`config.mk`:
```
export PLATFORM = sky130hd
export DESIGN_NAME = decimal_line_input_parser
export DESIGN_NICKNAME = d
export VERILOG_FILES = /design/src/hw/rtl/dlip_pkg.sv /design/src/hw/rtl/dlip_front.sv /design/src/hw/rtl/dlip_queue.sv /design/src/hw/rtl/dlip_back.sv /design/src/hw/rtl/decimal_line_input_parser.sv
export SDC_FILE = /design/constraint.sdc
export NUM_CORES = 1
export LEC_CHECK = 0
export BUFFER_PORTS_ARGS = -buffer_cell sky130_fd_sc_hd__buf_4
export CAP_MARGIN = 20
export CORE_MARGIN = 4
export CORE_UTILIZATION = 30
export DETAILED_ROUTE_END_ITERATION = 16
export HOLD_SLACK_MARGIN = 0.08
export PLACE_DENSITY = 0.55
export SYNTH_ARGS = -nofsm -noshare
export SYNTH_HDL_FRONTEND = slang
export SYNTH_SLANG_ARGS = --single-unit
export TNS_END_PERCENT = 100
```
`constraint.sdc`:
```
create_clock -name clock -period 16.8 [get_ports clock]
set_clock_uncertainty 0.1 [all_clocks]
set_input_delay 0.84 -clock clock [delete_from_list [all_inputs] [get_ports clock]]
set_output_delay 0.84 -clock clock [all_outputs]
set_load 0.01 [all_outputs]
```
`src/hw/rtl/dlip_pkg.sv`:
```
// Shared types and character codes for the decimal line input parser.
// No dependencies.
`timescale 1ns / 1ps

package dlip_pkg;

   localparam logic [7:0] CH_BS    = 8'h08;
   localparam logic [7:0] CH_LF    = 8'h0a;
   localparam logic [7:0] CH_CR    = 8'h0d;
   localparam logic [7:0] CH_SPACE = 8'h20;
   localparam logic [7:0] CH_MINUS = 8'h2d;
   localparam logic [7:0] CH_ZERO  = 8'h30;
   localparam logic [7:0] CH_NINE  = 8'h39;
   localparam logic [7:0] CH_DEL   = 8'h7f;

   localparam int MAG_W = 15;
   localparam int VAL_W = 16;

   localparam logic [MAG_W-1:0] MAG_LIMIT_HI = 15'd3277;
   localparam logic [MAG_W-1:0] MAG_EDGE     = 15'd3276;
   localparam logic [3:0]       DIGIT_EDGE   = 4'd7;

   // floor(m / 10) == (m * DIV10_MUL) >> DIV10_SHIFT for all 15-bit m
   localparam logic [15:0] DIV10_MUL   = 16'd52429;
   localparam int          DIV10_SHIFT = 19;

   typedef enum logic [1:0] {
      CMD_ECHO,
      CMD_RUB,
      CMD_VALUE
   } cmd_kind_type;

   typedef struct packed {
      cmd_kind_type       kind;
      logic [7:0]         echo_byte;
      logic [VAL_W-1:0]   value;
   } cmd_type;

endpackage

```
`src/hw/rtl/dlip_front.sv`:
```
// Front end: accepts characters, keeps magnitude and sign, issues commands.
// Depends on dlip_pkg.
`timescale 1ns / 1ps

module dlip_front (
   input  logic              clock,
   input  logic              reset,
   input  logic              req_valid,
   input  logic [7:0]        req_char_in,
   input  logic              queue_full,
   output logic              req_stall,
   output logic              push,
   output dlip_pkg::cmd_type push_cmd
);
   import dlip_pkg::*;

   logic [MAG_W-1:0] magnitude_ff, magnitude_in;
   logic             negative_ff, negative_in;
   logic             accept;
   logic             is_cr, is_digit, is_rub, is_minus;
   logic [3:0]       digit;
   logic             take;
   logic [MAG_W-1:0] mag_times10;
   logic [31:0]      div_prod;
   logic [MAG_W-1:0] mag_div10;
   logic [VAL_W-1:0] mag_ext;
   logic             has_cmd;
   cmd_type          cmd;

   assign req_stall = queue_full;
   assign accept    = req_valid && !queue_full;

   assign is_cr    = (req_char_in == CH_CR) || (req_char_in == CH_LF);
   assign is_digit = (req_char_in >= CH_ZERO) && (req_char_in <= CH_NINE);
   assign is_rub   = (req_char_in == CH_BS) || (req_char_in == CH_DEL);
   assign is_minus = (req_char_in == CH_MINUS);
   assign digit    = req_char_in[3:0];

   assign take = (magnitude_ff < MAG_LIMIT_HI) &&
                 !((magnitude_ff >= MAG_EDGE) && (digit > DIGIT_EDGE));

   assign mag_times10 = {magnitude_ff[MAG_W-4:0], 3'b000}
                      + {magnitude_ff[MAG_W-2:0], 1'b0}
                      + MAG_W'(digit);
   assign div_prod    = 32'(magnitude_ff) * 32'(DIV10_MUL);
   assign mag_div10   = MAG_W'(div_prod[31:DIV10_SHIFT]);
   assign mag_ext     = {1'b0, magnitude_ff};

   always_comb begin
      magnitude_in  = magnitude_ff;
      negative_in   = negative_ff;
      has_cmd       = 1'b0;
      cmd.kind      = CMD_ECHO;
      cmd.echo_byte = req_char_in;
      cmd.value     = '0;
      priority if (is_digit) begin
         if (take) begin
            magnitude_in = mag_times10;
            has_cmd      = 1'b1;
         end
      end else if (is_rub) begin
         cmd.kind      = CMD_RUB;
         cmd.echo_byte = CH_BS;
         if (magnitude_ff != '0) begin
            magnitude_in = mag_div10;
            has_cmd      = 1'b1;
         end else if (negative_ff) begin
            negative_in = 1'b0;
            has_cmd     = 1'b1;
         end
      end else if (is_minus) begin
         if (magnitude_ff == '0) begin
            negative_in = 1'b1;
            has_cmd     = 1'b1;
         end
      end else if (is_cr) begin
         cmd.kind      = CMD_VALUE;
         cmd.echo_byte = '0;
         cmd.value     = negative_ff ? (VAL_W'(0) - mag_ext) : mag_ext;
         magnitude_in  = '0;
         negative_in   = 1'b0;
         has_cmd       = 1'b1;
      end else begin
         has_cmd = 1'b0;
      end
   end

   assign push     = accept && has_cmd;
   assign push_cmd = cmd;

   always_ff @(posedge clock) begin
      if (reset) begin
         magnitude_ff <= '0;
         negative_ff  <= 1'b0;
      end else if (accept) begin
         magnitude_ff <= magnitude_in;
         negative_ff  <= negative_in;
      end
   end

endmodule

```
`src/hw/rtl/dlip_queue.sv`:
```
// Short command queue between front and back end.
// Depends on dlip_pkg.
`timescale 1ns / 1ps

module dlip_queue #(
   parameter int DEPTH = 2
) (
   input  logic              clock,
   input  logic              reset,
   input  logic              push,
   input  dlip_pkg::cmd_type push_cmd,
   output logic              full,
   input  logic              pop,
   output logic              head_valid,
   output dlip_pkg::cmd_type head_cmd
);
   import dlip_pkg::*;

   localparam int PTR_W = (DEPTH > 1) ? $clog2(DEPTH) : 1;
   localparam int CNT_W = $clog2(DEPTH + 1);

   cmd_type          slots_ff [DEPTH];
   logic [PTR_W-1:0] wr_ptr_ff, wr_ptr_in;
   logic [PTR_W-1:0] rd_ptr_ff, rd_ptr_in;
   logic [CNT_W-1:0] count_ff, count_in;

   assign full       = (count_ff == CNT_W'(DEPTH));
   assign head_valid = (count_ff != '0);
   assign head_cmd   = slots_ff[rd_ptr_ff];

   always_comb begin
      wr_ptr_in = wr_ptr_ff;
      rd_ptr_in = rd_ptr_ff;
      count_in  = count_ff;
      if (push) begin
         wr_ptr_in = (wr_ptr_ff == PTR_W'(DEPTH - 1)) ? '0 : wr_ptr_ff + PTR_W'(1);
      end
      if (pop) begin
         rd_ptr_in = (rd_ptr_ff == PTR_W'(DEPTH - 1)) ? '0 : rd_ptr_ff + PTR_W'(1);
      end
      if (push && !pop) begin
         count_in = count_ff + CNT_W'(1);
      end else if (pop && !push) begin
         count_in = count_ff - CNT_W'(1);
      end
   end

   always_ff @(posedge clock) begin
      if (reset) begin
         wr_ptr_ff <= '0;
         rd_ptr_ff <= '0;
         count_ff  <= '0;
      end else begin
         wr_ptr_ff <= wr_ptr_in;
         rd_ptr_ff <= rd_ptr_in;
         count_ff  <= count_in;
      end
   end

   always_ff @(posedge clock) begin
      if (push) begin
         slots_ff[wr_ptr_ff] <= push_cmd;
      end
   end

endmodule

```
`src/hw/rtl/dlip_back.sv`:
```
// Back end: expands queued commands into result items, one per cycle while rsp_stall is low.
// Depends on dlip_pkg.
`timescale 1ns / 1ps

module dlip_back (
   input  logic                          clock,
   input  logic                          reset,
   input  logic                          head_valid,
   input  dlip_pkg::cmd_type             head_cmd,
   output logic                          pop,
   output logic                          rsp_valid,
   input  logic                          rsp_stall,
   output logic                          rsp_kind,
   output logic [7:0]                    rsp_echo_byte,
   output logic signed [dlip_pkg::VAL_W-1:0] rsp_value,
   output logic                          rsp_last
);
   import dlip_pkg::*;

   logic             valid_ff;
   logic             kind_ff, kind_in;
   logic [7:0]       byte_ff, byte_in;
   logic [VAL_W-1:0] value_ff, value_in;
   logic             last_ff, last_in;
   logic [1:0]       step_ff;
   logic             load;

   assign load = !valid_ff || !rsp_stall;
   assign pop  = load && head_valid && last_in;

   always_comb begin
      kind_in  = 1'b0;
      byte_in  = head_cmd.echo_byte;
      value_in = '0;
      last_in  = 1'b1;
      unique case (head_cmd.kind)
         CMD_ECHO: begin
            last_in = 1'b1;
         end
         CMD_RUB: begin
            byte_in = (step_ff == 2'd1) ? CH_SPACE : CH_BS;
            last_in = (step_ff == 2'd2);
         end
         CMD_VALUE: begin
            kind_in  = 1'b1;
            byte_in  = '0;
            value_in = head_cmd.value;
         end
         default: begin
            last_in = 1'b1;
         end
      endcase
   end

   always_ff @(posedge clock) begin
      if (reset) begin
         valid_ff <= 1'b0;
         step_ff  <= '0;
      end else if (load) begin
         valid_ff <= head_valid;
         if (head_valid) begin
            step_ff <= last_in ? 2'd0 : step_ff + 2'd1;
         end
      end
   end

   always_ff @(posedge clock) begin
      if (load && head_valid) begin
         kind_ff  <= kind_in;
         byte_ff  <= byte_in;
         value_ff <= value_in;
         last_ff  <= last_in;
      end
   end

   assign rsp_valid     = valid_ff;
   assign rsp_kind      = kind_ff;
   assign rsp_echo_byte = byte_ff;
   assign rsp_value     = value_ff;
   assign rsp_last      = last_ff;

endmodule

```
`src/hw/rtl/decimal_line_input_parser.sv`:
```
// Top level of the decimal line input parser: front end, command queue, back end.
// Depends on dlip_pkg, dlip_front, dlip_queue, dlip_back.
//
//   channel | ports                                   | direction
//   req     | req_valid, req_stall, req_char_in       | in
//   rsp     | rsp_valid, rsp_stall, rsp_kind,         | out
//           | rsp_echo_byte, rsp_value, rsp_last      |
//
// An accepted request's command is written into the command queue, then loaded into the output register.
// Results leave at one per cycle while rsp_stall is low: one per digit, minus or line end, three per rubout.
// Sustained rate is set by the back end's single output register.
// Reset (synchronous, active high) clears magnitude, sign, queue and output valid.
// req_stall rises only when the command queue is full; rsp_stall holds the output register.
`timescale 1ns / 1ps

module decimal_line_input_parser #(
   parameter int QUEUE_DEPTH = 2
) (
   input  logic                              clock,
   input  logic                              reset,
   input  logic                              req_valid,
   output logic                              req_stall,
   input  logic [7:0]                        req_char_in,
   output logic                              rsp_valid,
   input  logic                              rsp_stall,
   output logic                              rsp_kind,
   output logic [7:0]                        rsp_echo_byte,
   output logic signed [dlip_pkg::VAL_W-1:0] rsp_value,
   output logic                              rsp_last
);
   import dlip_pkg::*;

   logic    push, queue_full, pop, head_valid;
   cmd_type push_cmd, head_cmd;

   dlip_front u_front (
      .clock       (clock),
      .reset       (reset),
      .req_valid   (req_valid),
      .req_char_in (req_char_in),
      .queue_full  (queue_full),
      .req_stall   (req_stall),
      .push        (push),
      .push_cmd    (push_cmd)
   );

   dlip_queue #(
      .DEPTH (QUEUE_DEPTH)
   ) u_queue (
      .clock      (clock),
      .reset      (reset),
      .push       (push),
      .push_cmd   (push_cmd),
      .full       (queue_full),
      .pop        (pop),
      .head_valid (head_valid),
      .head_cmd   (head_cmd)
   );

   dlip_back u_back (
      .clock         (clock),
      .reset         (reset),
      .head_valid    (head_valid),
      .head_cmd      (head_cmd),
      .pop           (pop),
      .rsp_valid     (rsp_valid),
      .rsp_stall     (rsp_stall),
      .rsp_kind      (rsp_kind),
      .rsp_echo_byte (rsp_echo_byte),
      .rsp_value     (rsp_value),
      .rsp_last      (rsp_last)
   );

   a_value_is_last: assert property (@(posedge clock) disable iff (reset)
      rsp_valid && rsp_kind |-> rsp_last && (rsp_echo_byte == 8'h00))
      else $error("value result not marked last or has echo byte");

   a_echo_no_value: assert property (@(posedge clock) disable iff (reset)
      rsp_valid && !rsp_kind |-> (rsp_value == '0))
      else $error("echo result carries a value");

   a_pop_nonempty: assert property (@(posedge clock) disable iff (reset)
      pop |-> head_valid)
      else $error("pop from empty queue");

   a_push_not_full: assert property (@(posedge clock) disable iff (reset)
      push |-> !queue_full)
      else $error("push into full queue");

endmodule

```
Yosys cells after proc, flatten, opt, wreduce, memory -nomap -nowiden
Memory sizes are Yosys's and may differ from the RTL's. A register that Yosys moved wholly into a read port is not among the register bits.
Cells that the tools add are included.
{"block": "op_classes", "muxes": 38, "n_lt_le_gt_ge": 5, "n_addsub": 8, "n_reduce_logical": 27, "eq_ne": 15, "bitwise": 1, "n_mul": 1}
{"operator": "2-to-1 mux 15 bit", "count": 6}
{"operator": "2-to-1 mux 26 bit", "count": 3}
{"operator": "2-to-1 mux 16 bit", "count": 2}
{"operator": "multiplier 15 x 16 -> 31 bit, second input constant", "count": 1}
{"operator": "equality test 8 x 4 -> 1 bit, second input constant", "count": 3}
{"operator": "2-to-1 mux 1 bit", "count": 21}
{"operator": "one-hot mux 8 bit (2 select lines)", "count": 1}
{"operator": "subtractor 1 x 15 -> 16 bit, first input constant", "count": 1}
{"operator": "adder 15 bit", "count": 1}
{"operator": "adder 15 x 4 -> 15 bit", "count": 1}
{"operator": "greater-or-equal comparator 15 x 12 -> 1 bit, second input constant", "count": 1}
{"operator": "zero test 15 bit", "count": 1}
{"operator": "< comparator 15 x 12 -> 1 bit, second input constant", "count": 1}
{"operator": "nonzero test 15 bit", "count": 1}
{"operator": "2-to-1 mux 10 bit", "count": 1}
{"operator": "AND reduction 5 bit", "count": 2}
{"operator": "logical AND 1 bit", "count": 9}
{"operator": "equality test 8 x 6 -> 1 bit, second input constant", "count": 1}
{"operator": "equality test 8 x 7 -> 1 bit, second input constant", "count": 1}
{"operator": "greater-or-equal comparator 8 x 6 -> 1 bit, second input constant", "count": 1}
{"operator": "less-or-equal comparator 8 x 6 -> 1 bit, second input constant", "count": 1}
{"operator": "equality test 2 bit, second input constant", "count": 3}
{"operator": "zero test 1 bit", "count": 6}
{"operator": "2-to-1 mux 2 bit", "count": 3}
{"operator": "other kinds (14)", "count": 23}
{"block": "totals", "n_memories": 1, "word_cells": 107, "out_inout_bits": 28, "mem_bits_rw": 52, "ff_bits": 49}
{"memory": "u_queue.slots_ff", "words": 2, "width": 26, "rd": 1, "rd_clocked_by_memory_dff": 1, "wr": 1, "line_no": "dlip_queue.sv:22", "rtl": "cmd_type slots_ff [DEPTH];"}

Depth between registers and ports, before layout
{"block": "logic_depth", "depth_word": 11, "mapped_depth": 21, "ltp_nobuf": 21}

Hierarchy
From an unflattened synthesis, not the netlist that was laid out.
{"block": "hier_totals", "cells_unflattened": 835, "hier_area_um2": 9066.2}
{"mod": "dlip_front", "seq_area_each_um2": 320.3, "area_per_inst_um2": 5798.1, "cells_per_inst": 653, "n_inst": 1}
{"mod": "dlip_queue", "seq_area_each_um2": 1661.6, "area_per_inst_um2": 2092.0, "cells_per_inst": 103, "n_inst": 1}
{"mod": "dlip_back", "seq_area_each_um2": 840.8, "area_per_inst_um2": 1176.1, "cells_per_inst": 79, "n_inst": 1}

Worst setup path after synthesis
OpenSTA, ideal clock, no wires.
{"block": "synth_timing", "path_type": "register to register", "start": "register u_front.magnitude_ff[9]", "end": "register u_front.magnitude_ff[9]", "path_stages_with_launch": 22, "slack_ps": 11140, "setup_time_ps": 132, "arrival_time_ps": 5427, "required_ps": 16568, "path_buffers": 0, "cell_sequence": "dfxtp_1 -> inv_1 -> ha_1 -> inv_1 -> fa_1 -> fa_1 -> inv_1 -> ha_1 -> a21o_1 -> fa_1 -> inv_1 -> fa_1 -> inv_1 -> ha_1 -> nand2_1 -> nor2_1 -> nand3_1 -> a41oi_1 -> a21oi_1 -> or4b_1 -> o311ai_1 -> a21oi_1"}
{"block": "synth_via", "elab_chain_len": 6, "elab_cells_between_ends": 13}
{"item": "start, declared", "line_no": "dlip_front.sv:17", "rtl": "logic [MAG_W-1:0] magnitude_ff, magnitude_in;"}
{"item": "start signal, assigned", "line_no": "dlip_front.sv:96", "rtl": "magnitude_ff <= magnitude_in;"}
{"item": "parallel branches: the longest is 6 deep, another holds multiplier 15 x 16 -> 31 bit"}
Parallel ways; which one is timed is not known. The select of a mux whose other input is x is not followed.
A chain may end at the register's enable or synchronous reset.

Final worst setup path
{"block": "layout_timing", "start": "register u_front.magnitude_ff[9]", "end": "register u_front.magnitude_ff[11]"}
Same word-level chain as after synthesis.

==> metrics.yaml <==
switching_share_pct: 29.6
ys.flop_type: "edfxtp_1"
route.met3.wl_um: 881
combPwrFrac_pct: 24.2
tightestPinTransition_ns: 0.982
hp-class: "flip-flop to flip-flop"
core_area_sq_um: 29600
worstSetupEndpointType: "flip-flop"
postRouteAntennaNets: 0
gp_congestion: 0.898
cts_buffers: 9
fin_util_pct: 33.9
leakagePower_nw: 4.71
antenna_found_initial: 0
p_seq_share_pct: 46.8
post_drt_wl_per_cell_um: 16.5
post_cts_buffers: 0
crit_chain: "inv_1 -> ha_1 -> inv_1 -> fa_1 -> fa_1 -> inv_1 -> ha_1 -> a21o_1 -> fa_1 -> inv_1 -> fa_1 -> inv_1 -> ha_1 -> nand2_1 -> nor2_1 -> nand3_1 -> a41oi_1 -> a21oi_1 -> nor3_1 -> nor4b_1 -> o22ai_1"
cts_hold_buffers: 0
viasPerCell: 4.76
worst_setup_path_start_kind: "flip-flop"
n_antenna_cell: 0
r2r_cells: 21
yosysMostFrequentCell: "ha_1"
cts-resized-gates: 0
clock-root-buffer: "clkbuf_16"
synth_cells: 853
synthArstFlopShare_pct: 0
synth_area_leaders: "edfxtp_1, ha_1, fa_1"
area_growth_syn_to_layout_pct: 11.4
grt_overflow: 0
rows: 63
n_fill_cell: 3052
cts_tree: "yes"
synthTopCellsByCount: "ha_1, inv_1, edfxtp_1"
slew_headroom_pct: 34.5
slew_violations: 0
maxCapViolations: 0
ys_types: 66
fp.dieH_um: 181
ys_seq_elements: 102
synth_edf_count: 78
worst_ep_arrival_time_ns: 6.45
synth.top_cell.area_share_pct: 25.9
setup_viol: 0
hold_ws_ns: 0.393
holdPathStages: 2
start_util_pct: 30.5
min_period_over_period_pct: 37.6
power_density_nw_per_um2: 70.2
clock_power_share_pct: 29.0
required_ns: 16.94
grt_max_degree: 32
finalSetupTns_ns: 0
synth_area_sq_um: 9030
yosys.area.top_type: "edfxtp_1"
port-buffer-count: 39
die_w_um: 181
cts.clk_slew.worst_paths_ns: 0.08
power.switching_uw: 209
cts_buffer_depth: 2
routed_wl_um: 21100
fin_ws_ns: 10.49
synth_warnings: 0
highest_layer: "met4"
clock.fmax_mhz: 158
grt_use_total_pct: 13.1
die_area_sq_um: 32900
status: "complete, no violations"
drt_iter0_markers: 450
crit_type: "flip-flop to flip-flop"
ios: 40
rsz0062_at_grt: "no"
crit_slowest_cell: "dfxtp_1"
drive_gt1_share_pct: 8.29
cp_common_cell: "inv_1"
clk-insertion-delay-late_ns: 0.36
avgSynthCellArea_sq_um: 10.6
grt_pass1_wl_um: 34700
ys_seq_area_share_pct: 31.3
hold_viol_final: 0
slowest_delay_ns: 0.59
fin_crit_ns: 6.31
nets: 1115
syn_nets: 1080
num_vias: 6110
wl_met1_um: 10100
cts.sinks: 102
first_global_vias: 6373
hpwl_um: 17300
met2WireLength_um: 9850
drc: 0
pre_cts_slack_ns: 10.51
p_int_uw: 498
ctsHtreeMaxLevel: 3
ir_drop_uv: 60.2
dr.pass1.iters: 5
worstPathMaxFanout: 10
cells in the final DEF, fill, tap and decap left out, types with 4 or more instances in the layout:
master / netlist / routed
xor2_1: 14 / 14
buf_4: 0 / 43
a31oi_1: 7 / 7
a22oi_1: 6 / 6
o21ai_0: 15 / 15
ha_1: 157 / 157
nand4_1: 7 / 7
fa_1: 58 / 58
nor3_1: 10 / 9
mux2i_1: 26 / 26
nand2_1: 29 / 29
or3_1: 7 / 7
o31ai_1: 5 / 5
o22ai_1: 5 / 5
and3_1: 8 / 8
nor2b_1: 27 / 27
nand2b_1: 4 / 4
and2_1: 9 / 9
xnor2_1: 27 / 27
nor2_1: 50 / 50
nand3_1: 13 / 13
o21a_1: 4 / 4
o21ai_1: 4 / 4
edfxtp_1: 78 / 78
dfxtp_1: 24 / 24
a21o_1: 13 / 13
inv_1: 125 / 125
clkbuf_16: 0 / 9
a211oi_1: 8 / 8
a21oi_1: 42 / 42
cell type report:
type / count / area, sq um / area share [%]
multi-input cells: 606 / 5660 / 56.3
flip-flops and latches: 102 / 2820 / 28.1
well taps: 390 / 488 / 4.85
inverters: 126 / 474 / 4.71
repair buffers: 43 / 323 / 3.21
clock buffers: 9 / 225 / 2.24
clock inverters: 7 / 65.1 / 0.647
power by group through the flow:
| stage | combinational (mW) | clock, mW | sequential [mW] |
|---|---|---|---|
| 2_1_floorplan | 0.113 | 0 | 0.357 |
| 3_3_place_gp | 0.175 | 0 | 0.336 |
| 3_5_place_dp | 0.175 | 0 | 0.337 |
| 4_1_cts | 0.175 | 0.211 | 0.332 |
| 5_1_grt | 0.189 | 0.222 | 0.335 |
| 6_report | 0.171 | 0.205 | 0.331 |
per-layer routing:
layer / global-route usage, % / vias up
met5: 0 / -
met4: 3.12 / 0
met3: 1.62 / 17
met2: 21.6 / 132
met1: 18.5 / 2923
li1: - / 3038
critical path, delay by kind of cell, from the launching register on:
kind | cells | cell delay, ns
buf+inv | 5 | 0.40
flops | 1 | 0.59
compound gates | 4 | 1.05
simple gates | 5 | 0.99
fa+ha+maj | 7 | 3.02
worst paths after layout:
check                                             start                        to  slack (ns)
worst max-delay path            u_front.magnitude_ff[9]  u_front.magnitude_ff[11]       10.49
worst max register to register  u_front.magnitude_ff[9]  u_front.magnitude_ff[11]       10.49
worst min register to register         u_back.rsp_valid          u_back.rsp_valid        0.39
worst min-delay path                   u_back.rsp_valid          u_back.rsp_valid        0.39
state kept, by name (all words and copies together) (netlist names), named ones only:
signal / flops
u_front.magnitude_ff: 15
u_queue.count_ff: 2
u_back.rsp_echo_byte: 8
u_queue.wr_ptr_ff: 1
u_queue.rd_ptr_ff: 1
u_back.rsp_valid: 1
u_back.rsp_value: 16
u_back.rsp_kind: 1
u_back.step_ff: 2
u_queue.slots_ff: 52
u_front.negative_ff: 1
u_back.rsp_last: 1
through the flow:
stage,area [sq um],std cells,total power [mW]
after floorplan,9030,853,0.470
after global placement,9760,1266,0.512
after detailed placement,9770,1267,0.512
after CTS,10100,1283,0.718
after global routing,10100,1283,0.746
final,10100,1283,0.707
cell families after synthesis:
family                     synth area share (%)
buffers and inverters                      6.07
xor gates and xnor gates                   3.98
muxes                                      3.13
adders and majority gates                  34.6
and+or+nand+nor                            10.6
DFF                                        31.3
AOI/OAI and AO/OA                          10.4
No activity file was read; power rests on OpenSTA's default activity.
